File: config.mk
export PLATFORM = sky130hd
export DESIGN_NAME = ltf_back
export DESIGN_NICKNAME = d
export VERILOG_FILES = /design/src/design/ltf_pkg.sv /design/src/design/ltf_back.sv
export SDC_FILE = /design/constraint.sdc
export NUM_CORES = 1
export LEC_CHECK = 0
export BUFFER_PORTS_ARGS = -buffer_cell sky130_fd_sc_hd__buf_2
export CAP_MARGIN = 40
export CORE_UTILIZATION = 49
export CTS_CLUSTER_SIZE = 30
export DETAILED_ROUTE_END_ITERATION = 10
export PLACE_DENSITY_LB_ADDON = 0.25
export SLEW_MARGIN = 10
export SYNTH_ARGS = -nofsm -noshare
export SYNTH_HDL_FRONTEND = slang
export SYNTH_SLANG_ARGS = --single-unit
File: constraint.sdc
create_clock -name clk_i -period 6.95 [get_ports clk_i]
set_input_delay 1.39 -clock clk_i [delete_from_list [all_inputs] [get_ports clk_i]]
set_output_delay 1.39 -clock clk_i [all_outputs]
set_load 0.01 [all_outputs]
File: src/design/ltf_pkg.sv
// ----------------------------------------------------------------------------
// ltf_pkg: shared types and constants of the letter trigram extractor
// Opcodes, record layout, table geometry and character classification.
// ----------------------------------------------------------------------------
package ltf_pkg;

  localparam int unsigned LETTER_COUNT = 37;
  localparam int unsigned ID_W         = 6;
  localparam int unsigned ADDR_W       = 16;
  localparam int unsigned DATA_W       = 16;
  localparam int unsigned TOTAL_W      = 12;

  localparam int unsigned TABLE_ENTRIES = LETTER_COUNT * LETTER_COUNT * LETTER_COUNT;
  localparam logic [ADDR_W-1:0] TABLE_DEPTH = ADDR_W'(TABLE_ENTRIES);
  localparam logic [ADDR_W-1:0] TABLE_LAST  = ADDR_W'(TABLE_ENTRIES - 1);
  localparam int unsigned STRIDE_A = LETTER_COUNT * LETTER_COUNT;
  localparam int unsigned STRIDE_B = LETTER_COUNT;

  localparam logic [ID_W-1:0]    BOUNDARY_ID = ID_W'(36);
  localparam logic [ID_W-1:0]    DROP_ID     = ID_W'(LETTER_COUNT);
  localparam logic [DATA_W-1:0]  ABSENT_ID   = 16'hFFFF;
  localparam logic [TOTAL_W-1:0] TOTAL_MAX   = 12'hFFF;

  // Output queue geometry: room for two in-flight requests of two records each.
  localparam int unsigned OUT_DEPTH = 8;
  localparam int unsigned OUT_PTR_W = 3;
  localparam int unsigned OUT_CNT_W = 4;
  localparam logic [OUT_CNT_W-1:0] OUT_ACCEPT_MAX = OUT_CNT_W'(OUT_DEPTH - 4);
  localparam logic [OUT_CNT_W-1:0] OUT_FULL       = OUT_CNT_W'(OUT_DEPTH);

  typedef enum logic [1:0] {
    OP_WRITE = 2'd0,
    OP_CHAR  = 2'd1,
    OP_END   = 2'd2,
    OP_START = 2'd3
  } ltf_op_e;

  localparam logic REC_FEATURE = 1'b0;
  localparam logic REC_SEGMENT = 1'b1;

  typedef struct packed {
    logic              we;
    logic              re;
    logic [ADDR_W-1:0] addr;
    logic [DATA_W-1:0] wdata;
  } ltf_mem_req_t;

  typedef struct packed {
    logic probe;
    logic word_end;
    logic query_start;
  } ltf_cmd_t;

  typedef struct packed {
    logic              kind;
    logic [DATA_W-1:0] value;
    logic              last;
  } ltf_rec_t;

  // Letter id of a raw byte; DROP_ID for bytes that are not kept.
  function automatic logic [ID_W-1:0] letter_id(input logic [7:0] ch);
    logic [ID_W-1:0] id;
    id = DROP_ID;
    if (ch >= 8'h61 && ch <= 8'h7A) begin
      id = ID_W'(ch - 8'h61);
    end else if (ch >= 8'h30 && ch <= 8'h39) begin
      id = ID_W'(ch - 8'h30) + ID_W'(26);
    end else if (ch == 8'h23) begin
      id = BOUNDARY_ID;
    end
    return id;
  endfunction

  // a*1369 + b*37 + c; ids are at most 36 so the sum fits 16 bits.
  function automatic logic [ADDR_W-1:0] trigram_index(input logic [ID_W-1:0] a,
                                                      input logic [ID_W-1:0] b,
                                                      input logic [ID_W-1:0] c);
    logic [ADDR_W:0] sum;
    sum = (ADDR_W+1)'(a) * (ADDR_W+1)'(STRIDE_A)
        + (ADDR_W+1)'(b) * (ADDR_W+1)'(STRIDE_B)
        + (ADDR_W+1)'(c);
    return sum[ADDR_W-1:0];
  endfunction

endpackage

File: src/design/ltf_back.sv
// ----------------------------------------------------------------------------
// ltf_back: hit detection and record generation
// Checks the table read, keeps the running feature count and forms up to
// two records per request.
// ----------------------------------------------------------------------------
module ltf_back (
  input  logic                       clk_i,
  input  logic                       rst_ni,
  input  logic                       cmd_valid_i,
  input  ltf_pkg::ltf_cmd_t          cmd_i,
  input  logic [ltf_pkg::DATA_W-1:0] rdata_i,
  output logic [1:0]                 push_cnt_o,
  output ltf_pkg::ltf_rec_t          rec0_o,
  output ltf_pkg::ltf_rec_t          rec1_o
);

  logic [ltf_pkg::TOTAL_W-1:0] total_q, total_d, total_inc;
  logic                        word_hit_q, word_hit_d;
  logic                        hit, seg;
  ltf_pkg::ltf_rec_t           feat_rec, seg_rec;

  always_comb begin
    hit = cmd_valid_i && cmd_i.probe && (rdata_i != ltf_pkg::ABSENT_ID);
    total_inc = (hit && total_q != ltf_pkg::TOTAL_MAX) ? total_q + 1'b1 : total_q;
    seg = cmd_valid_i && cmd_i.word_end && (word_hit_q || hit);

    feat_rec.kind  = ltf_pkg::REC_FEATURE;
    feat_rec.value = rdata_i;
    feat_rec.last  = !seg;
    seg_rec.kind   = ltf_pkg::REC_SEGMENT;
    seg_rec.value  = ltf_pkg::DATA_W'(total_inc);
    seg_rec.last   = 1'b1;

    rec0_o     = hit ? feat_rec : seg_rec;
    rec1_o     = seg_rec;
    push_cnt_o = {hit && seg, hit ^ seg};

    total_d    = total_q;
    word_hit_d = word_hit_q;
    if (cmd_valid_i) begin
      if (cmd_i.query_start) begin
        total_d    = '0;
        word_hit_d = 1'b0;
      end else begin
        total_d    = total_inc;
        word_hit_d = cmd_i.word_end ? 1'b0 : (word_hit_q || hit);
      end
    end
  end

  always_ff @(posedge clk_i or negedge rst_ni) begin
    if (!rst_ni) begin
      total_q    <= '0;
      word_hit_q <= 1'b0;
    end else begin
      total_q    <= total_d;
      word_hit_q <= word_hit_d;
    end
  end

  // Two records only as feature then closing segment.
  a_pair_order: assert property (@(posedge clk_i) disable iff (!rst_ni)
    push_cnt_o == 2'd2 |-> rec0_o.kind == ltf_pkg::REC_FEATURE && !rec0_o.last
                           && rec1_o.kind == ltf_pkg::REC_SEGMENT && cmd_i.word_end)
    else $error("bad record pair");

endmodule

* Yosys cells after proc, flatten, opt, wreduce, memory -nomap -nowiden *
Cells that the tools add are included.

word-level totals
  register bits = 13
  output and inout port bits = 38
  word-level logic and storage cells = 19

operators by class
  add/subtract/negate cells = 1
  equality and inequality tests = 2
  mux-type cells = 5
  bitwise logic cells = 1
  reductions and logical operators = 8

operators by type and width
  operator                                       number
  2-to-1 mux 12 bit                              2
  2-to-1 mux 18 bit                              1
  inequality test 16 bit, second input constant  1
  adder 12 x 1 -> 12 bit, second input constant  1
  inequality test 12 bit, second input constant  1
  logical AND 1 bit                              6
  2-to-1 mux 1 bit                               2
  logical NOT 1 bit                              1
  logical OR 1 bit                               1
  bitwise XOR 1 bit                              1

* Longest topological paths before layout *
Gate-level depths: netlist (run 1).

  word-level depth = 6
  mapped depth = 7
  gate-level depth less buffers = 6

* Worst setup path before layout (run 1) *
No wires, ideal clock.

  path kind = input to output
  from = input rdata_i[0] in the netlist's numbering
  to = output rec1_o[7] in the netlist's numbering
  data arrival time = 2731 ps
  data required time = 5560 ps
  slack = 2829 ps
  cell stages on the path = 7
  path through = nand4_1 > o41a_1 > inv_1 > buf_2 > a311o_1 > nor2_1 > xnor2_1

RTL lines
  what                RTL line        RTL
  start: declaration  ltf_back.sv:11  input logic [ltf_pkg::DATA_W-1:0] rdata_i,
  end: declaration    ltf_back.sv:14  output ltf_pkg::ltf_rec_t rec1_o

==> flow_summary.ini, run 1 <==
[critical_path]
start_kind = primary input
crit_top_cell = buf_2
path_class = in2out
cp_slowest_cell = o41a_1
cpLargestDelayFamily = compound AO/OA/AOI/OAI gates
startpoint = rdata_i[1]
slowest_delay_ns = 0.49
cp-end-kind = primary output
crit_fanout = 27
crit_required_ns = 5.56
cp.arrival_ns = 3.28
cp_cell_sequence = buf_2, nand4_1, o41a_1, buf_8, inv_1, a311o_1, nor2_1, xnor2_1, buf_2
path_depth = 9
r2r-end = total_q[1]
rrSetupSlack_ns = 4.80
r2r_cells = 6
crit_buf_inv = 4
r2r_start = total_q[0]

[sta]
hold_viol = 0
setup_viol = 0
min_period_ns = 4.67
final.period_utilization_pct = 67.2
slew_viol_final = 0
rsz0062_at_grt = false
max_freq_mhz = 214
clock-skew-final_ns = 0.0149
setup_tns_ns = 0

[hold_path]
whs_path_depth = 1
hold_end = word_hit_q
hp-start = word_hit_q
hp-class = reg2reg

[drt]
post_drt_wl_per_cell_um = 14.1
vias = 1243
dr.pass1.iters = 4
via_per_inst = 5.48
ant_nets = 0
wirelength_mm = 3.20
drc_errors = 0
drt_iter0_drc = 41

[floorplan]
io_pins = 60
rows = 17
initial_core_util_pct = 52.4
dieArea_mm2 = 0.00257
coreArea_mm2 = 0.00221
dieHeight_um = 50.7
die-width_um = 50.7

[placed_design]
place.gp.congestion = 0.882
detailed_place_hpwl_mm = 2.38
placed_area_mm2 = 0.00140
io_buffers = 53

[grt]
grt_pass1_vias = 1121
grt_pass1_wl_mm = 5.00
globalRouteOverflowTotal = 0
grt_usage_pct = 26.1
grt_max_degree = 32
antenna_found_initial = 0

[clock_tree]
cts_sinks = 13
cts_hold_buf = 0
cts_made_buffers = 3
clock_path_buffers = 2
cts.clk_slew.worst_paths_ns = 0.09
cts_tree = done
htree_levels = 1
post_cts_buffers = 0
clk_latency_ns = 0.29
cts-root-buf = clkbuf_4
cts_resized = 0

[pwr]
netSwitchingPower_mw = 0.0831
leakagePower_nw = 0.778
irDropWorstVdd_mv = 0.145
p_comb_share_pct = 36.1
clock_power_share_pct = 22.0
power_mw = 0.226
p_per_area_mw_per_mm2 = 157
internal_power_mw = 0.142
pwr-share-seq_pct = 41.9
swShare_pct = 36.9

[yosys]
syn_area_mm2 = 0.00116
ys_ff_latch = 13
synth_area_per_cell_um2 = 7.78
yosysUniqueCellTypes = 39
syn_inst = 149
yosysSeqAreaShare_pct = 28.0
synth_warnings = 0

[status]
status = finished clean

[cells_and_area]
finalNetCount = 225
final_util_pct = 64.9
final_common_cell = buf_2
final_cell_mix = buf_2, nand2_1, dfrtp_1
area_growth_syn_to_layout_pct = 23.8
diodes = 0
drive_gt1_share_pct = 33.7
final_cell_area_mm2 = 0.00144

[run]
cap_viol_max_count = 0
==> power by group through the flow <==
| stage | Clock, mW | Combinational [mW] | Sequential, mW |
|---|---|---|---|
| 4_1_cts | 0.0512 | 0.0806 | 0.0941 |
| 2_1_floorplan | 0 | 0.0522 | 0.0928 |
| 5_1_grt | 0.0517 | 0.0903 | 0.0961 |
| 3_5_place_dp | 0 | 0.0802 | 0.0955 |
| 6_report | 0.0495 | 0.0815 | 0.0945 |
| 3_3_place_gp | 0 | 0.0786 | 0.0946 |
==> cell families after synthesis <==
family | after synthesis | share of synthesized area [%]
buffers and inverters | 22 | 10.1
adder cells (fa/ha/maj) | 3 | 3.24
multiplexers | 3 | 3.24
flip-flops | 13 | 28.0
AO/OA/AOI/OAI | 23 | 15.1
XOR/XNOR | 9 | 6.80
other | 2 | 0.647
AND/OR/NAND/NOR | 74 | 32.8
==> Yosys cell counts (all sizes together) <==
cell / number / share of area [%]
conb: 2 / 0.65
o41a: 1 / 0.97
inv: 10 / 3.2
mux2: 3 / 3.2
a22o: 3 / 2.3
or3: 1 / 0.54
nor4: 1 / 0.54
dfrtp: 13 / 28
o21ai: 8 / 3.5
clkbuf: 3 / 0.97
o211a: 1 / 0.86
xnor2: 7 / 5.3
ha: 3 / 3.2
a311o: 1 / 0.86
a31o: 1 / 0.76
xor2: 2 / 1.5
and3: 2 / 1.2
a21o: 2 / 1.3
or4: 4 / 2.9
o31ai: 1 / 0.65
o21a: 1 / 0.65
o311ai: 3 / 2.9
nand4: 8 / 5.6
nand2: 36 / 12
nor2: 7 / 2.3
buf: 9 / 5.9
nor3: 1 / 0.43
nand3: 4 / 1.7
and2: 9 / 5.1
a21oi: 1 / 0.43
and4: 1 / 0.86
==> layout make-up <==
| cell class | instances | area, µm² |
|---|---|---|
| Multi-Input combinational cell | 118 | 732 |
| Sequential cell | 13 | 325 |
| Clock buffer | 4 | 26.3 |
| Fill cell | 185 | 776 |
| Tap cell | 28 | 35.0 |
| Timing Repair Buffer | 54 | 280 |
| Inverter | 10 | 37.5 |
==> through the flow <==
step	hold slack (ns)	worst slack, ns	cells
global placement	0.478	1.83	222
CTS	0.511	1.73	226
global route	0.524	2.14	227
finish	0.507	2.28	227
detailed placement	0.489	1.72	222
floorplan	0.465	2.83	153
==> sequential cells by signal, indices dropped and copies added (netlist names) <==
| name | cells |
|---|---|
| total_q | 12 |
| word_hit_q | 1 |
==> worst max-delay path by stage <==
stage | endpoint | slack (ns)
2_1_floorplan | rec1_o[7] | 2.83
3_3_place_gp | rec1_o[11] | 1.83
3_5_place_dp | rec1_o[11] | 1.72
5_1_grt | rec1_o[9] | 2.14
4_1_cts | rec1_o[11] | 1.73
6_report | rec1_o[9] | 2.28
==> metal layers <==
metal  wire, µm  global-route usage (%)  vias to the layer above
met3        194                    4.55                        5
li1           -                       -                      605
met4         36                    8.33                        0
met2       1660                    45.3                       51
met1       1310                    32.4                      582
met5          0                       0                        -
(Power assumes the default switching activity.)
==> inputs of run 2 (changes only) <==
--- a/config.mk
+++ b/config.mk
@@ -7,7 +7,7 @@
 export LEC_CHECK = 0
 export BUFFER_PORTS_ARGS = -buffer_cell sky130_fd_sc_hd__buf_2
 export CAP_MARGIN = 40
-export CORE_UTILIZATION = 49
+export CORE_UTILIZATION = 41
 export CTS_CLUSTER_SIZE = 30
 export DETAILED_ROUTE_END_ITERATION = 10
 export PLACE_DENSITY_LB_ADDON = 0.25
==> constraint.sdc (replaced) <==
create_clock -name clk_i -period 3.9 [get_ports clk_i]
set_input_delay 0.78 -clock clk_i [delete_from_list [all_inputs] [get_ports clk_i]]
set_output_delay 0.78 -clock clk_i [all_outputs]
set_load 0.01 [all_outputs]
==> run 2 against run 1 <==
Clock power increased by 77%. Sequential share of layout area rose by 0.079 points. Cell count is 0.88% higher. Design area decreased by 0.35%. Core utilization shrank 9.2 points. Global-route usage shrank 4.6 points. Clock skew shrank 0.013 ns. Worst setup slack worse by 1.6 ns. Routed wire length fell by 3.3%. Critical path depth decreased by 1. Sequential power up 80%.
==> flow_summary.ini, run 2 (synthesis gave the netlist of run 1 again) <==
[status]
status = finished clean

[critical_path]
path_class = in2out
crit_required_ns = 3.12
cp-end-kind = primary output
r2r_cells = 6
r2r-end = total_q[1]
cp.arrival_ns = 2.43
crit_fanout = 11
rrSetupSlack_ns = 1.73
start_kind = primary input
r2r_start = total_q[0]

[floorplan]
coreArea_mm2 = 0.00257
dieHeight_um = 55.2
dieArea_mm2 = 0.00305
initial_core_util_pct = 45.2
io_pins = 60
rows = 18
die-width_um = 55.2

[grt]
grt_usage_pct = 21.5
antenna_found_initial = 0
grt_max_degree = 31
grt_pass1_wl_mm = 4.51
grt_pass1_vias = 1047
globalRouteOverflowTotal = 0

[cells_and_area]
final_cell_mix = buf_2, nand2_1, dfrtp_1
finalNetCount = 225
largestRegisters = total_q x12, word_hit_q x1
fillers = 260
area_growth_syn_to_layout_pct = 23.4
largest_reg_flops = 12
drive_gt1_share_pct = 33.7
diodes = 0
final_util_pct = 55.8
regMostFlops = total_q
final_common_cell = buf_2
fin_cells = 229

[clock_tree]
post_cts_buffers = 0
clk_latency_ns = 0.28
cts_made_buffers = 3
cts-root-buf = clkbuf_4
cts.clk_slew.worst_paths_ns = 0.08
htree_levels = 1
cts_tree = done
cts_hold_buf = 0
cts_resized = 0
clock_path_buffers = 2
cts_sinks = 13

[pwr]
swShare_pct = 36.8
internal_power_mw = 0.253
leakagePower_nw = 0.776
clock_power_share_pct = 21.8
pwr-share-seq_pct = 42.3
power_mw = 0.401
p_comb_share_pct = 35.9
p_per_area_mw_per_mm2 = 280
irDropWorstVdd_mv = 0.257
netSwitchingPower_mw = 0.148

[sta]
hold_viol = 0
min_period_ns = 3.21
clock-skew-final_ns = 0.00176
max_freq_mhz = 312
rsz0062_at_grt = false
setup_tns_ns = 0
setup_viol = 0
slew_viol_final = 0
final.period_utilization_pct = 82.2

[hold_path]
hp-class = in2async

[placed_design]
place.gp.congestion = 0.903
detailed_place_hpwl_mm = 2.45
io_buffers = 53
place_inst = 225

[drt]
post_drt_wl_per_cell_um = 13.5
drt_iter0_drc = 20
wirelength_mm = 3.09
ant_nets = 0
dr.pass1.iters = 4
via_per_inst = 5.41
drc_errors = 0
vias = 1239

[run]
cap_viol_max_count = 0
-- run 2: cell types whose count changed in the layout (fill, tap and decap cells not counted) --
cell | previous run | this run
buf_4 | 0 | 1
buf_8 | 1 | 0
-- run 2: per-stage QoR --
step                hold slack (ns)  setup slack (ns)  area [µm²]
floorplan                     0.465             0.999        1170
global placement              0.475             0.778        1410
detailed placement            0.489             0.677        1410
CTS                           0.389             0.669        1430
global route                  0.390             0.511        1430
finish                        0.377             0.694        1430
-- run 2: worst max path at each step --
stage          depth (start not counted)         to  slack [ns]       start
6_report                               8  rec1_o[7]        0.69  rdata_i[0]
5_1_grt                                8  rec1_o[9]        0.51  rdata_i[0]
4_1_cts                                8  rec1_o[7]        0.67  rdata_i[0]
3_5_place_dp                           8  rec1_o[9]        0.68  rdata_i[0]
3_3_place_gp                           8  rec1_o[7]        0.78  rdata_i[0]
2_1_floorplan                          7  rec1_o[7]         1.0  rdata_i[0]
-- run 2: area by class of cell --
cell class                 count  area [µm²]  share of cell area (%)
multi-input combinational    118         732                    51.1
inverter                      10        37.5                    2.62
clock buffer                   4        26.3                    1.84
timing repair buffer          54         273                    19.1
sequential                    13         325                    22.7
tap                           30        37.5                    2.62
-- run 2: power by group through the flow --
| stage | sequential, mW | combinational [mW] | clock (mW) |
|---|---|---|---|
| after global placement | 0.170 | 0.143 | 0 |
| after detailed placement | 0.172 | 0.144 | 0 |
| after floorplan | 0.165 | 0.0929 | 0 |
| after global routing | 0.173 | 0.160 | 0.0948 |
| final | 0.170 | 0.144 | 0.0874 |
| after CTS | 0.169 | 0.145 | 0.0888 |
-- run 2: critical path, stage by stage --
cell	delay (ns)
buf_2	0.09
nand4_1	0.12
o41a_1	0.45
inv_1	0.24
a311o_1	0.33
nor2_1	0.11
xnor2_1	0.15
buf_2	0.15
-- run 2: metal layers --
| metal | wire, µm | track usage (%) | up-vias |
|---|---|---|---|
| met3 | 263 | 2.19 | 7 |
| li1 | - | - | 603 |
| met1 | 1400 | 27.5 | 571 |
| met5 | 0 | 0 | - |
| met2 | 1380 | 36.1 | 58 |
| met4 | 57 | 10.0 | 0 |
==> inputs of run 3 (changes only) <==
--- a/config.mk
+++ b/config.mk
@@ -7,7 +7,7 @@
 export LEC_CHECK = 0
 export BUFFER_PORTS_ARGS = -buffer_cell sky130_fd_sc_hd__buf_2
 export CAP_MARGIN = 40
-export CORE_UTILIZATION = 41
+export CORE_UTILIZATION = 45
 export CTS_CLUSTER_SIZE = 30
 export DETAILED_ROUTE_END_ITERATION = 10
 export PLACE_DENSITY_LB_ADDON = 0.25
==> constraint.sdc (replaced) <==
create_clock -name clk_i -period 3.09 [get_ports clk_i]
set_input_delay 0.618 -clock clk_i [delete_from_list [all_inputs] [get_ports clk_i]]
set_output_delay 0.618 -clock clk_i [all_outputs]
set_load 0.01 [all_outputs]
==> run 3 against run 2 <==
Hold slack lost 0.16 ns. Critical endpoint is now rec1_o[6]. Clock skew is essentially flat. Sequential cell count is the same. Largest cell class unchanged. Via count grew 1.4%. Routed wire length shrank 0.87%.
==> flow_summary.ini, run 3 (synthesis gave the netlist of run 1 again) <==
[drt]
ant_nets = 0
vias = 1256
drt_iter0_drc = 28
wirelength_mm = 3.07
drc_errors = 0
post_drt_wl_per_cell_um = 13.3
via_per_inst = 5.44
dr.pass1.iters = 4

[clock_tree]
clk_latency_ns = 0.28
post_cts_buffers = 0
cts_tree = done
cts.clk_slew.worst_paths_ns = 0.09
cts-root-buf = clkbuf_4
htree_levels = 1
cts_made_buffers = 3
clock_path_buffers = 2
cts_sinks = 13
cts_hold_buf = 0

[grt]
grt_max_degree = 23
grt_pass1_wl_mm = 4.77
grt_pass1_vias = 1118
antenna_found_initial = 0
grt_usage_pct = 23.2
globalRouteOverflowTotal = 0

[cells_and_area]
multi_input_area_um2 = 732
drive_gt1_share_pct = 35.3
area.sequential_um2 = 328
final_util_pct = 59.0
fillers = 238
regMostFlops = total_q
finalNetCount = 227
final_cell_mix = buf_2, nand2_1, dfrtp_1
largest_reg_flops = 12
area_growth_syn_to_layout_pct = 24.9
final_common_cell = buf_2
final_cell_area_mm2 = 0.00145
diodes = 0
largestRegisters = total_q x12, word_hit_q x1

[sta]
whs_ns = 0.216
setup_viol = 0
clock-skew-final_ns = 0.00190
hold_viol = 0
slew_viol_final = 0
max_freq_mhz = 339
setup_tns_ns = 0
final.period_utilization_pct = 95.4
min_period_ns = 2.95
rsz0062_at_grt = false

[critical_path]
crit_fanout = 5
start_kind = flip-flop
crit_buf_inv = 1
path_class = reg2out
cp_cell_sequence = ha_1, nand3_1, or4_4, and2_4, and3_2, xnor2_1, buf_2
crit_required_ns = 2.47
cp_slowest_cell = or4_4
slowest_delay_ns = 0.55
cp.arrival_ns = 2.33
cpLargestDelayFamily = simple AND/OR/NAND/NOR gates
cp-end-kind = primary output

[pwr]
p_per_area_mw_per_mm2 = 354
irDropWorstVdd_mv = 0.319
leakagePower_nw = 0.783

[floorplan]
dieArea_mm2 = 0.00278
rows = 18
dieHeight_um = 52.8
coreArea_mm2 = 0.00245
io_pins = 60
initial_core_util_pct = 47.2
die-width_um = 52.8

[placed_design]
place.gp.congestion = 0.825
io_buffers = 53
detailed_place_hpwl_mm = 2.38
placed_area_mm2 = 0.00142

[run]
cap_viol_max_count = 0

[status]
status = finished clean

[hold_path]
hp-class = in2async
## run 3: cell types whose count changed in the layout (fill, tap and decap cells not counted), sizes merged
cell / before / now
buf: 54 / 56
## run 3: worst paths after layout
| check | startpoint | to | cells after the start | slack (ns) |
|---|---|---|---|---|
| min in group clk_i | word_hit_q | word_hit_q | 1 | 0.51 |
| worst min register to register | word_hit_q | word_hit_q | 1 | 0.51 |
| worst max register to register | total_q[0] | total_q[1] | 6 | 0.96 |
| worst max-delay path | total_q[0] | rec1_o[6] | 7 | 0.14 |
| max in group asynchronous | rst_ni | total_q[0] | 1 | 2.62 |
| worst min-delay path | rst_ni | word_hit_q | 1 | 0.22 |
## run 3: cell type report
| type | instances | share of cell area (%) |
|---|---|---|
| multi-input combinational | 118 | 50.5 |
| clock buffer | 4 | 1.81 |
| inverter | 10 | 2.59 |
| sequential | 13 | 22.6 |
| timing repair buffer | 56 | 19.9 |
| tap | 30 | 2.59 |
## run 3: power breakdown
group	leakage (nW)	total [mW]	switching [mW]	internal, mW
Sequential	0.173	0.216	0.0273	0.189
Combinational	0.595	0.185	0.101	0.0848
Clock	0.0150	0.111	0.0607	0.0501
## run 3: timing repair
item,in CTS,in global routing
endpoints found under the setup margin,0,1
resized for setup,0,2
hold endpoints to repair,0,0
## run 3: through the flow
stage / total power [mW] / instances / setup slack [ns]
floorplan: 0.326 / 153 / 0.513
global placement: 0.394 / 227 / 0.357
detailed placement: 0.402 / 227 / 0.339
CTS: 0.510 / 231 / 0.114
global route: 0.545 / 231 / 0.0400
finish: 0.513 / 231 / 0.143
## run 3: routing by layer
metal  vias to the layer above  routed length [µm]  track usage [%]
met4                         0                  62             11.4
li1                        604                   -                -
met2                        59                1450             38.2
met1                       583                1360             29.7
met3                        10                 190             2.32
met5                         -                   0                0
