File: src/design/ltf_pkg.sv
// ----------------------------------------------------------------------------
// ltf_pkg: shared types and constants of the letter trigram extractor
// Opcodes, record layout, table geometry and character classification.
// ----------------------------------------------------------------------------
package ltf_pkg;

  localparam int unsigned LETTER_COUNT = 37;
  localparam int unsigned ID_W         = 6;
  localparam int unsigned ADDR_W       = 16;
  localparam int unsigned DATA_W       = 16;
  localparam int unsigned TOTAL_W      = 12;

  localparam int unsigned TABLE_ENTRIES = LETTER_COUNT * LETTER_COUNT * LETTER_COUNT;
  localparam logic [ADDR_W-1:0] TABLE_DEPTH = ADDR_W'(TABLE_ENTRIES);
  localparam logic [ADDR_W-1:0] TABLE_LAST  = ADDR_W'(TABLE_ENTRIES - 1);
  localparam int unsigned STRIDE_A = LETTER_COUNT * LETTER_COUNT;
  localparam int unsigned STRIDE_B = LETTER_COUNT;

  localparam logic [ID_W-1:0]    BOUNDARY_ID = ID_W'(36);
  localparam logic [ID_W-1:0]    DROP_ID     = ID_W'(LETTER_COUNT);
  localparam logic [DATA_W-1:0]  ABSENT_ID   = 16'hFFFF;
  localparam logic [TOTAL_W-1:0] TOTAL_MAX   = 12'hFFF;

  // Output queue geometry: room for two in-flight requests of two records each.
  localparam int unsigned OUT_DEPTH = 8;
  localparam int unsigned OUT_PTR_W = 3;
  localparam int unsigned OUT_CNT_W = 4;
  localparam logic [OUT_CNT_W-1:0] OUT_ACCEPT_MAX = OUT_CNT_W'(OUT_DEPTH - 4);
  localparam logic [OUT_CNT_W-1:0] OUT_FULL       = OUT_CNT_W'(OUT_DEPTH);

  typedef enum logic [1:0] {
    OP_WRITE = 2'd0,
    OP_CHAR  = 2'd1,
    OP_END   = 2'd2,
    OP_START = 2'd3
  } ltf_op_e;

  localparam logic REC_FEATURE = 1'b0;
  localparam logic REC_SEGMENT = 1'b1;

  typedef struct packed {
    logic              we;
    logic              re;
    logic [ADDR_W-1:0] addr;
    logic [DATA_W-1:0] wdata;
  } ltf_mem_req_t;

  typedef struct packed {
    logic probe;
    logic word_end;
    logic query_start;
  } ltf_cmd_t;

  typedef struct packed {
    logic              kind;
    logic [DATA_W-1:0] value;
    logic              last;
  } ltf_rec_t;

  // Letter id of a raw byte; DROP_ID for bytes that are not kept.
  function automatic logic [ID_W-1:0] letter_id(input logic [7:0] ch);
    logic [ID_W-1:0] id;
    id = DROP_ID;
    if (ch >= 8'h61 && ch <= 8'h7A) begin
      id = ID_W'(ch - 8'h61);
    end else if (ch >= 8'h30 && ch <= 8'h39) begin
      id = ID_W'(ch - 8'h30) + ID_W'(26);
    end else if (ch == 8'h23) begin
      id = BOUNDARY_ID;
    end
    return id;
  endfunction

  // a*1369 + b*37 + c; ids are at most 36 so the sum fits 16 bits.
  function automatic logic [ADDR_W-1:0] trigram_index(input logic [ID_W-1:0] a,
                                                      input logic [ID_W-1:0] b,
                                                      input logic [ID_W-1:0] c);
    logic [ADDR_W:0] sum;
    sum = (ADDR_W+1)'(a) * (ADDR_W+1)'(STRIDE_A)
        + (ADDR_W+1)'(b) * (ADDR_W+1)'(STRIDE_B)
        + (ADDR_W+1)'(c);
    return sum[ADDR_W-1:0];
  endfunction

endpackage

File: src/design/ltf_front.sv
// ----------------------------------------------------------------------------
// ltf_front: character parser and table address generation
// Tracks the word window, issues table writes and trigram reads, and tags
// each read with the command for the back end.
// ----------------------------------------------------------------------------
module ltf_front #(
  parameter int unsigned MAX_CHARS = 32,
  parameter int unsigned MAX_WORDS = 64
) (
  input  logic                       clk_i,
  input  logic                       rst_ni,
  input  logic                       accept_i,
  input  logic [1:0]                 opcode_i,
  input  logic [7:0]                 char_code_i,
  input  logic [15:0]                table_address_i,
  input  logic [15:0]                table_data_i,
  output ltf_pkg::ltf_mem_req_t      mem_req_o,
  output logic                       cmd_valid_o,
  output ltf_pkg::ltf_cmd_t          cmd_o
);

  localparam int unsigned CharW  = $clog2(MAX_CHARS + 1);
  localparam int unsigned WordW  = $clog2(MAX_WORDS + 1);
  localparam logic [CharW-1:0] MaxCharsC = CharW'(MAX_CHARS);
  localparam logic [WordW-1:0] MaxWordsC = WordW'(MAX_WORDS);

  logic [ltf_pkg::ID_W-1:0] older_q, older_d;
  logic [ltf_pkg::ID_W-1:0] newer_q, newer_d;
  logic                     has_q, has_d;
  logic [CharW-1:0]         chars_q, chars_d;
  logic [WordW-1:0]         words_q, words_d;
  logic                     cmd_valid_q, cmd_valid_d;
  ltf_pkg::ltf_cmd_t        cmd_q, cmd_d;
  logic [ltf_pkg::ID_W-1:0] id;
  logic                     word_open;

  always_comb begin
    id        = ltf_pkg::letter_id(char_code_i);
    word_open = words_q < MaxWordsC;
    older_d   = older_q;
    newer_d   = newer_q;
    has_d     = has_q;
    chars_d   = chars_q;
    words_d   = words_q;
    cmd_valid_d = 1'b0;
    cmd_d     = '0;
    mem_req_o = '0;
    if (accept_i) begin
      case (ltf_pkg::ltf_op_e'(opcode_i))
        ltf_pkg::OP_WRITE: begin
          if (table_address_i < ltf_pkg::TABLE_DEPTH) begin
            mem_req_o.we    = 1'b1;
            mem_req_o.addr  = table_address_i;
            mem_req_o.wdata = table_data_i;
          end
        end
        ltf_pkg::OP_START: begin
          older_d = ltf_pkg::BOUNDARY_ID;
          newer_d = ltf_pkg::BOUNDARY_ID;
          has_d   = 1'b0;
          chars_d = '0;
          words_d = '0;
          cmd_valid_d       = 1'b1;
          cmd_d.query_start = 1'b1;
        end
        ltf_pkg::OP_CHAR: begin
          if (word_open && chars_q < MaxCharsC) begin
            chars_d = chars_q + 1'b1;
            if (id != ltf_pkg::DROP_ID) begin
              if (has_q) begin
                mem_req_o.re   = 1'b1;
                mem_req_o.addr = ltf_pkg::trigram_index(older_q, newer_q, id);
                cmd_valid_d    = 1'b1;
                cmd_d.probe    = 1'b1;
              end
              older_d = has_q ? newer_q : ltf_pkg::BOUNDARY_ID;
              newer_d = id;
              has_d   = 1'b1;
            end
          end
        end
        ltf_pkg::OP_END: begin
          if (word_open) begin
            // closing trigram; an empty word reads the all-boundary entry
            mem_req_o.re   = 1'b1;
            mem_req_o.addr = ltf_pkg::trigram_index(older_q, newer_q,
                                                    ltf_pkg::BOUNDARY_ID);
            cmd_valid_d    = 1'b1;
            cmd_d.probe    = 1'b1;
            cmd_d.word_end = 1'b1;
            words_d = words_q + 1'b1;
            older_d = ltf_pkg::BOUNDARY_ID;
            newer_d = ltf_pkg::BOUNDARY_ID;
            has_d   = 1'b0;
            chars_d = '0;
          end
        end
        default: ;
      endcase
    end
  end

  always_ff @(posedge clk_i or negedge rst_ni) begin
    if (!rst_ni) begin
      older_q     <= ltf_pkg::BOUNDARY_ID;
      newer_q     <= ltf_pkg::BOUNDARY_ID;
      has_q       <= 1'b0;
      chars_q     <= '0;
      words_q     <= '0;
      cmd_valid_q <= 1'b0;
    end else begin
      older_q     <= older_d;
      newer_q     <= newer_d;
      has_q       <= has_d;
      chars_q     <= chars_d;
      words_q     <= words_d;
      cmd_valid_q <= cmd_valid_d;
    end
  end

  always_ff @(posedge clk_i) begin
    cmd_q <= cmd_d;
  end

  assign cmd_valid_o = cmd_valid_q;
  assign cmd_o       = cmd_q;

endmodule

File: config.mk
export PLATFORM = sky130hd
export DESIGN_NAME = ltf_front
export DESIGN_NICKNAME = d
export VERILOG_FILES = /design/src/design/ltf_pkg.sv /design/src/design/ltf_front.sv
export SDC_FILE = /design/constraint.sdc
export NUM_CORES = 1
export LEC_CHECK = 0
export BUFFER_PORTS_ARGS = -buffer_cell sky130_fd_sc_hd__buf_2
export CORE_MARGIN = 5
export CORE_UTILIZATION = 35
export CTS_CLUSTER_DIAMETER = 80
export DETAILED_ROUTE_END_ITERATION = 16
export SYNTH_ARGS = -nofsm -noshare
export SYNTH_HDL_FRONTEND = slang
export SYNTH_SLANG_ARGS = --single-unit
File: constraint.sdc
create_clock -name clk_i -period 15.8 [get_ports clk_i]
set_clock_uncertainty 0.05 [all_clocks]
set_input_delay 1.58 -clock clk_i [delete_from_list [all_inputs] [get_ports clk_i]]
set_output_delay 1.58 -clock clk_i [all_outputs]
set_load 0.01 [all_outputs]
### Word-level counts from Yosys, hierarchy flattened

Index checks and enable logic that the tools add are counted.
Widths: inputs -> output; s select.

| word-level totals | value |
|---|---|
| register bits | 30 |
| latch bits | 0 |
| memory bits (writable) | 0 |
| bits in read-only memories | 0 |
| input bits | 45 |
| output and inout bits | 38 |
| logic and storage cells | 84 |
| memories | 0 |

| cells by class | value |
|---|---|
| $add $sub $neg | 8 |
| multipliers | 2 |
| div/mod/pow operators | 0 |
| magnitude comparators | 7 |
| equal/unequal tests | 8 |
| shift operators | 0 |
| mux-type cells | 40 |
| bitwise logic cells | 0 |
| reductions and logical operators | 10 |

Operators with widths:

| kind | number |
|---|---|
| $mux 17 | 4 |
| $mux 6 | 10 |
| $pmux 6 s3 | 3 |
| $pmux 16 s3 | 1 |
| $mux 34 | 1 |
| $mux 32 | 1 |
| $add 16x12->16 | 1 |
| $add 16x6->16 | 1 |
| $add 16x6->16 const B | 1 |
| $lt 16x16->1 const B | 1 |
| $mul 6x11->16 const B | 1 |
| $mux 16 | 1 |
| $pmux 7 s2 | 1 |
| $mul 6x6->12 const B | 1 |
| $mux 1 | 12 |
| $sub 6x6->6 const B | 2 |
| $eq 8x6->1 const B | 1 |
| $ge 8x6->1 const B | 1 |
| $ge 8x7->1 const B | 1 |
| $le 8x6->1 const B | 1 |
| $le 8x7->1 const B | 1 |
| $add 7x1->7 const B | 1 |
| $lt 7x7->1 const B | 1 |
| $mux 7 | 1 |
| 18 further kinds | 25 |

### Depth between registers and ports, before layout

Gate-level depths: netlist of the first run.

| depth | value |
|---|---|
| word-level depth | 10 |
| gate-level depth with buffers | 19 |
| gate-level depth less buffers | 19 |

### Worst setup path before layout of the first run

Ideal clock, no wire load.

| path | value |
|---|---|
| path type | flip-flop to output port |
| start point | register older_q[5] (netlist bit) |
| end point | output mem_req_o[31] (netlist bit) |
| data arrival time | 4,851 ps |
| required time | 14,170 ps |
| slack | 9,319 ps |
| cell stages (with the launch flop) | 18 |
| path buffers | 0 |
| cell sequence | dfstp_2 -> ha_1 -> ha_1 -> inv_1 -> fa_1 -> fa_1 -> fa_1 -> inv_1 -> ha_1 -> a21o_1 -> a221o_1 -> and2_0 -> a211o_1 -> nor2_1 -> nand3_1 -> nor3_4 -> o21ai_2 -> a31oi_1 |

RTL lines:

| what | line | text |
|---|---|---|
| start, declared | ltf_front.sv:27 | `logic [ltf_pkg::ID_W-1:0] older_q, older_d;` |
| start signal, assigned | ltf_front.sv:105 | `older_q <= ltf_pkg::BOUNDARY_ID;` |
| start signal, assigned | ltf_front.sv:112 | `older_q <= older_d;` |
| end, declared | ltf_front.sv:17 | `output ltf_pkg::ltf_mem_req_t mem_req_o,` |

==> results of run 1 <==
## report_power, final
group / switching (W) / internal [W]
clock network: 0.0000327 / 0.0000743
logic: 0.000131 / 0.0000949
registers: 0.00000407 / 0.0000814
## registers in the layout, summed over array words and instances, names as in the netlist
signal,count
cmd_valid_o,1
cmd_o,3
chars_q,6
has_q,1
newer_q,6
older_q,6
words_q,7
## cell families (layout without fill, tap and decap cells)
kind of cell | after synthesis | count (layout)
and+or+nand+nor | 177 | 177
adders and majority gates | 97 | 97
DFF | 30 | 30
xor gates and xnor gates | 36 | 36
AOI/OAI and AO/OA | 113 | 113
buffers and inverters | 75 | 152
muxes | 3 | 3
## final cells by class
| type | count | area (um2) | share of cell area (%) |
|---|---|---|---|
| timing repair buffer | 83 | 418 | 7.74 |
| clock buffer | 6 | 129 | 2.39 |
| tap | 176 | 220 | 4.08 |
| sequential | 30 | 741 | 13.7 |
| inverter | 61 | 229 | 4.24 |
| clock inverter | 2 | 37.5 | 0.696 |
| multi-input combinational | 426 | 3620 | 67.1 |
## metrics by stage
| stage | power [W] | utilization (%) | hold slack, ns | std cells | instance area (um2) |
|---|---|---|---|---|---|
| 6_report | 0.000418 | 41.1 | 0.472 | 784 | 5400 |
| 5_1_grt | 0.000453 | 41.1 | 0.508 | 784 | 5400 |
| 4_1_cts | 0.000420 | 41.1 | 0.470 | 784 | 5400 |
| 3_5_place_dp | 0.000310 | 39.8 | 0.460 | 776 | 5230 |
| 3_3_place_gp | 0.000307 | 39.8 | 0.444 | 776 | 5230 |
| 2_1_floorplan | 0.000263 | - | 0.423 | 531 | 4660 |
## cells in the mapped netlist, drive strengths merged, types with 3 or more instances
cell,n
a21o,5
xor2,16
dfxtp,3
buf,4
dfstp,4
a21oi,20
nand2,30
clkbuf,9
o2111ai,3
a222oi,10
nor2,48
o211ai,3
o31a,4
and4,3
nor2b,7
a31oi,4
nand2b,3
nor3,13
nand3,12
a211oi,6
nand3b,4
o22ai,3
fa,25
dfrtp,23
and3,18
or2,5
or3,3
o21ai,18
a22oi,5
xnor2,20
and2,9
a22o,8
inv,61
ha,72
o21a,7
nand4,6
nor4,7
## final timing paths
| check | from | end | slack, ns | depth (start not counted) |
|---|---|---|---|---|
| max | older_q[5] | mem_req_o[31] | 8.59 | 18 |
| min | has_q | has_q | 0.47 | 2 |
| max reg2reg | words_q[6] | newer_q[0] | 13.89 | 3 |
| min reg2reg | has_q | has_q | 0.47 | 2 |
| max in group asynchronous | rst_ni | older_q[3] | 14.04 | 1 |
| min in group asynchronous | rst_ni | words_q[1] | 1.26 | 1 |
## cell usage in the layout, fill, tap and decap left out, types with 6 or more instances in the layout
master,count
ha_1,72
nor2_1,47
a21oi_1,20
and2_1,6
nor2b_1,6
a22o_1,8
a211oi_1,6
xnor2_1,20
fa_1,25
nand2_1,30
a222oi_1,10
o21a_1,6
o21ai_0,14
inv_1,61
nand3_1,11
dfrtp_1,23
nand4_1,6
and3_1,18
nor3_1,12
buf_2,82
xor2_1,16
## metal layers
metal	GRT usage (%)	part of all wire, %	wire, um	vias up
met5	0	0	0	-
met4	2.04	0.88	103	0
met3	2.26	4.7	550	6
met2	26.6	49	5760	117
met1	20.0	45	5250	1977
li1	-	-	-	2059
## worst reg2reg max path, delay by kind of cell, from the launching register on
kind / cells / cell delay [ns]
compound gates: 2 / 1.06
flops: 1 / 0.45
simple gates: 1 / 0.24
==> summary.md, run 1 <==
| Metric | Value |
|---|---|
| Status | finished clean |
| Initial antenna violation count | 0 |
| CP max FO | 8 |
| Post-CTS Hold Buffers | 0 |
| Netlist cell types | 80 |
| Vias in the first global route | roughly 4,300 |
| H-tree depth | 2 |
| Die Y | approximately 130 um |
| Register area share after synthesis | between 15 and 20% |
| Num rows | 42 |
| Final period util | between 40% and 50% |
| Clock root cell | clkbuf_16 |
| IO Count | 83 |
| CP required | roughly 14 ns |
| Slew margin rel. | between 20% and 30% |
| Core ar. | around 13,000 um2 |
| Leakage | about 2.8 nW |
| Slowest CP cell | dfstp_2 |
| Synthesized area per cell | 8.78 um2 |
| Largest net degree at the start of global routing | 34 |
| Synthesized instance count | around 530 |
| Tot GR Track Use | between 10% and 20% |
| Synth top area cells | ha_1 (19%), dfrtp_1 (12%), fa_1 (11%), inv_1 (4.9%), nor2_1 (3.8%) |
| Yosys warns | 0 |
| Fin nets | approximately 750 |
| Slew Limit Fails | 0 |
| # Post-CTS Setup Buffers | 0 |
| Die area | about 16,000 um2 |
| Max Cap Violations | 0 |
| Max VDD drop | ~0.050 mV |
| Via count | slightly above 4,000 |
| IO buf count | 82 |
| Detailed router's first-iteration violation count | slightly below 300 |
| Worst Path Buf+Inv | 3 |
| Initial Util | a little over a third |
| Netlist area before placement | between 4000 and 5000 um2 |
| Adder-cell area share of the yosys netlist | a little under a third |
| Worst slack, placed | 8.89 ns |
| Worst setup margin | approximately 8.6 ns |
| Critical path arrival | between 5 and 6 ns |
| CTS Buffer Depth | 2 |
| Proportion of synthesized area in mux cells | less than 1% |
| Antenna diode count | 0 |
| Class of the worst hold path | register to register |
| Synth Flop Type | dfrtp_1 |
| Pwr Density | slightly below 80 nW/um2 |
| Slew @ Worst Pin | between 1 and 1.5 ns |
| Worst-path clk slew | 0.05 ns |
| Crit path max-delay family | adder cells |
| Die extent in x | ~130 um |
| Startpoint types | register |
| RSZ-0062 raised after global routing | no |
| Yosys top cell area share | roughly 19% |
| Vias per inst | 5.30 |
| F_max | around 0.14 GHz |
| Dominant cell type by area after synthesis | ha_1 |
| Total CTS buffers | 5 |
| Fill count | ~1,400 |
| Share of cells above drive strength 1 | between 20 and 25% |
| Yosys reg bits | 30 |
| Clock latency on the worst-skew pair | 0.27 ns |
| HPWL Detailed | 9.77 mm |
| GRT Residual Overflow | 0 |
| Max incr delay on CP | between 0.5 and 0.6 ns |
| Crit path cell chain | ha_1 > ha_1 > inv_1 > fa_1 > fa_1 > fa_1 > inv_1 > ha_1 > a21o_1 > a221o_1 > and2_0 > a211o_1 > nor2_1 > nand3_1 > nor3_4 > o21ai_2 > a31oi_1 > buf_2 |
| First-pass GRT wire length | just over 20 mm |
| Asr flop ratio synth | 90.0% |
| DRT Wirelength | ~12 mm |
| Syn-to-layout area delta | 15.7% |
| CTS resizes | 0 |
| Setup TNS | 0 ns |
| Antenna Nets Post-Route | 0 |
| Synth Area in Compound Gates | 18.0% |
| Crit Path Category | register to primary output |
| XOR/XNOR Fraction of Synth Area | 6.76% |
| Main combinational cell family by area after synthesis | adder cells |
| EDFF count, synth | 0 |
| Gpl congestion | between 0.8 and 0.9 |
| Drt pass-1 iters | 6 |
| Simple-gate share of the synthesized area | ~22% |
| Syn nets | roughly 670 |
| Final Hold Viols | 0 |
| CTS tree | done |
| DR WL/cell | approximately 15 um |
| Crit. End Element | primary output |
| Clk sinks | 30 |
| Final setup viols | 0 |
| # DRC | 0 |
| Fin crit period | between 7 and 8 ns |
Note: power is estimated with default switching activity, not from simulation.
==> run 2, diff against run 1 <==
- ABC_AREA: default -> 1
- clock period: 15.8 -> 7.2 ns (I/O delays scaled with it)
==> run 2 against run 1 <==
Core utilization is 0.43 points lower. Synthesized cell count is 41% higher. Flip-flop and latch count stayed put. Worst hold slack worse by 0.073 ns. Critical path depth is 4 higher. Largest power group unchanged. Worst setup slack worse by 7.1 ns. Highest routed layer unchanged. Via count is 15% higher.
==> summary.md, run 2 <==
| Metric | Value |
|---|---|
| Status | finished clean |
| CP required | around 6.4 ns |
| Main combinational cell family by area after synthesis | simple AND/OR/NAND/NOR gates |
| Asr flop ratio synth | around nine tenths |
| IO Count | 83 |
| Core ar. | about 14,000 um2 |
| Final Hold Viols | 0 |
| Initial antenna violation count | 0 |
| Pwr Density | ~240 nW/um2 |
| Design Area, Final | slightly below 6000 um2 |
| Dominant cell type by area after synthesis | ha_1 |
| CTS resizes | 0 |
| Hold WS | 0.399 ns |
| # Post-CTS Setup Buffers | 0 |
| Antenna diode count | 0 |
| Final period util | 79.9% |
| Total CTS buffers | 5 |
| Yosys warns | 0 |
| Crit path cell chain | ha_1 > ha_1 > ha_1 > fa_1 > fa_1 > ha_1 > nand3_1 > nand2_1 > ha_1 > nand2_1 > o21ai_0 > a21oi_1 > nor2_2 > nand3_2 > nor2_2 > nand2_1 > nand2_1 > nand3_1 > nand3_1 > nand2_1 > inv_1 > buf_2 |
| Max incr delay on CP | between 0.5 and 0.6 ns |
| Clk sinks | 30 |
| DRT Wirelength | roughly 13 mm |
| Max VDD drop | between 0.1 and 0.15 mV |
| Yosys top cell area share | between 10% and 20% |
| Non-filler cells, final | between 1,000 and 1,500 |
| Fill count | between 1,500 and 2,000 |
| Netlist cell types | 45 |
| Reg2reg path depth | 7 |
| Share of cells above drive strength 1 | 18.8% |
| Most common cell in the netlist | nand2_1 |
| Num rows | between 40 and 50 |
| Antenna Nets Post-Route | 0 |
| F_max | 0.174 GHz |
| Netlist area before placement | 5130 um2 |
| Initial Util | 35.5% |
| CTS Buffer Depth | 2 |
| Die Y | approximately 130 um |
| Slowest CP cell | dfstp_2 |
| CTS tree | done |
| Post-CTS Hold Buffers | 0 |
| # DRC | 0 |
| CP max FO | 6 |
| Critical path arrival | around 5 ns |
| EDFF count, synth | 0 |
| HPWL Detailed | between 10 and 15 mm |
| Slew margin rel. | a little under half |
| Synth Area in Compound Gates | a little under 10% |
| Tot GR Track Use | around 14% |
| Most frequent cells in the layout | nand2_1 (160), inv_1 (158), buf_2 (82) |
| Die extent in x | around 130 um |
| Via count | 4,792 |
| XOR/XNOR Fraction of Synth Area | about 2.4% |
| Clock latency on the worst-skew pair | between 0.2 and 0.3 ns |
| Vias per inst | 4.71 |
| Crit. End Element | primary output |
| DR WL/cell | 12.3 um |
| Simple-gate share of the synthesized area | 32.7% |
| Clock root cell | clkbuf_16 |
| Register area share after synthesis | around 14% |
| Most common cell after layout, fill and taps aside | nand2_1 |
| Max reg flops | 7 |
| GRT Residual Overflow | 0 |
| Adder-cell area share of the yosys netlist | around 27% |
| FF-to-FF setup slack | around 5.2 ns |
| Drt pass-1 iters | 5 |
| RR Startpoint | words_q[6] |
| Vias in the first global route | ~4,500 |
| Largest Register | words_q |
| Worst-path clk slew | 0.05 ns |
| Synthesized area per cell | between 6 and 7 um2 |
| IO buf count | 82 |
| Post-Place Cells | slightly above 1,000 |
| First-pass GRT wire length | 21.7 mm |
| Fin crit period | 5.75 ns |
| Synth Flop Type | dfrtp_1 |
| Synth top area cells | ha_1 (18%), nand2_1 (12%), inv_1 (12%), dfrtp_1 (11%), fa_1 (9.7%) |
| Class of the worst hold path | primary input to async pin |
| Max Cap Violations | 0 |
| RSZ-0062 raised after global routing | no |
| Final setup viols | 0 |
| Slew Limit Fails | 0 |
| Syn nets | between 800 and 900 |
| Die area | between 15,000 and 20,000 um2 |
| Fin nets | about 980 |
| Slew @ Worst Pin | between 0.8 and 0.9 ns |
| Syn-to-layout area delta | 14.6% |
| Synthesized instance count | 750 |
| Leakage | between 3 and 4 nW |
| Final Core Density | ~40% |
| Gpl congestion | about 0.85 |
| H-tree depth | 2 |
| Yosys reg bits | 30 |
| Area after DPL | ~5700 um2 |
| Startpoint types | register |
| Proportion of synthesized area in mux cells | 0% |
| Crit Path Category | register to primary output |
| Commonest cells post-synth | nand2_1 (160), inv_1 (158), ha_1 (72), nand3_1 (65), nor2_1 (61) |
| Setup TNS | 0 ns |
| Reg2Reg Capture Point | newer_q[5] |
| Largest net degree at the start of global routing | 28 |
| Detailed router's first-iteration violation count | 200 |
[run 2: cell type report]
cell class	instances	area, um2	area share (%)
inverter	168	631	10.7
clock buffer	6	139	2.36
clock inverter	2	12.5	0.213
timing repair buffer	83	418	7.10
sequential	30	741	12.6
tap	184	230	3.91
multi-input combinational	545	3710	63.1
[run 2: logic make-up after synthesis]
kind of cell / count (synthesis)
compound gates: 81
xor+xnor: 12
fa+ha+maj: 97
buf+inv: 175
flops: 30
simple gates: 355
[run 2: worst max-delay path, delay by kind of cell, from the launching register on]
kind	cells	cell delay (ns)
fa+ha+maj	7	2.53
compound gates	2	0.26
buf+inv	2	0.18
flops	1	0.57
simple gates	11	1.18
[run 2: report_power, final]
part / switching [W] / internal [W] / total (W) / leakage [nW]
logic: 0.000656 / 0.000338 / 0.000994 / 2.88
registers: 0.0000166 / 0.000188 / 0.000205 / 0.380
clock network: 0.0000752 / 0.000137 / 0.000212 / 0.0729
[run 2: worst max-delay path by stage]
stage | from | to | slack (ns) | cells after the start
global placement | older_q[5] | mem_req_o[27] | 1.76 | 22
floorplan | newer_q[5] | mem_req_o[28] | 2.17 | 19
detailed placement | older_q[5] | mem_req_o[27] | 1.74 | 23
finish | newer_q[5] | mem_req_o[30] | 1.45 | 22
CTS | newer_q[5] | mem_req_o[30] | 1.43 | 22
global route | newer_q[5] | mem_req_o[30] | 1.01 | 23
[run 2: through the flow]
step / setup WS [ns] / power, W
6_report: 1.45 / 0.00141
5_1_grt: 1.01 / 0.00157
4_1_cts: 1.43 / 0.00142
3_5_place_dp: 1.74 / 0.00120
3_3_place_gp: 1.76 / 0.00120
2_1_floorplan: 2.17 / 0.000996
[run 2: per-layer routing]
layer | up-vias | routed length (um) | GRT usage, %
met5 | - | 0 | 0
met4 | 0 | 173 | 3.06
met3 | 14 | 480 | 1.07
met2 | 75 | 5870 | 24.3
met1 | 2158 | 5990 | 20.5
li1 | 2545 | - | -
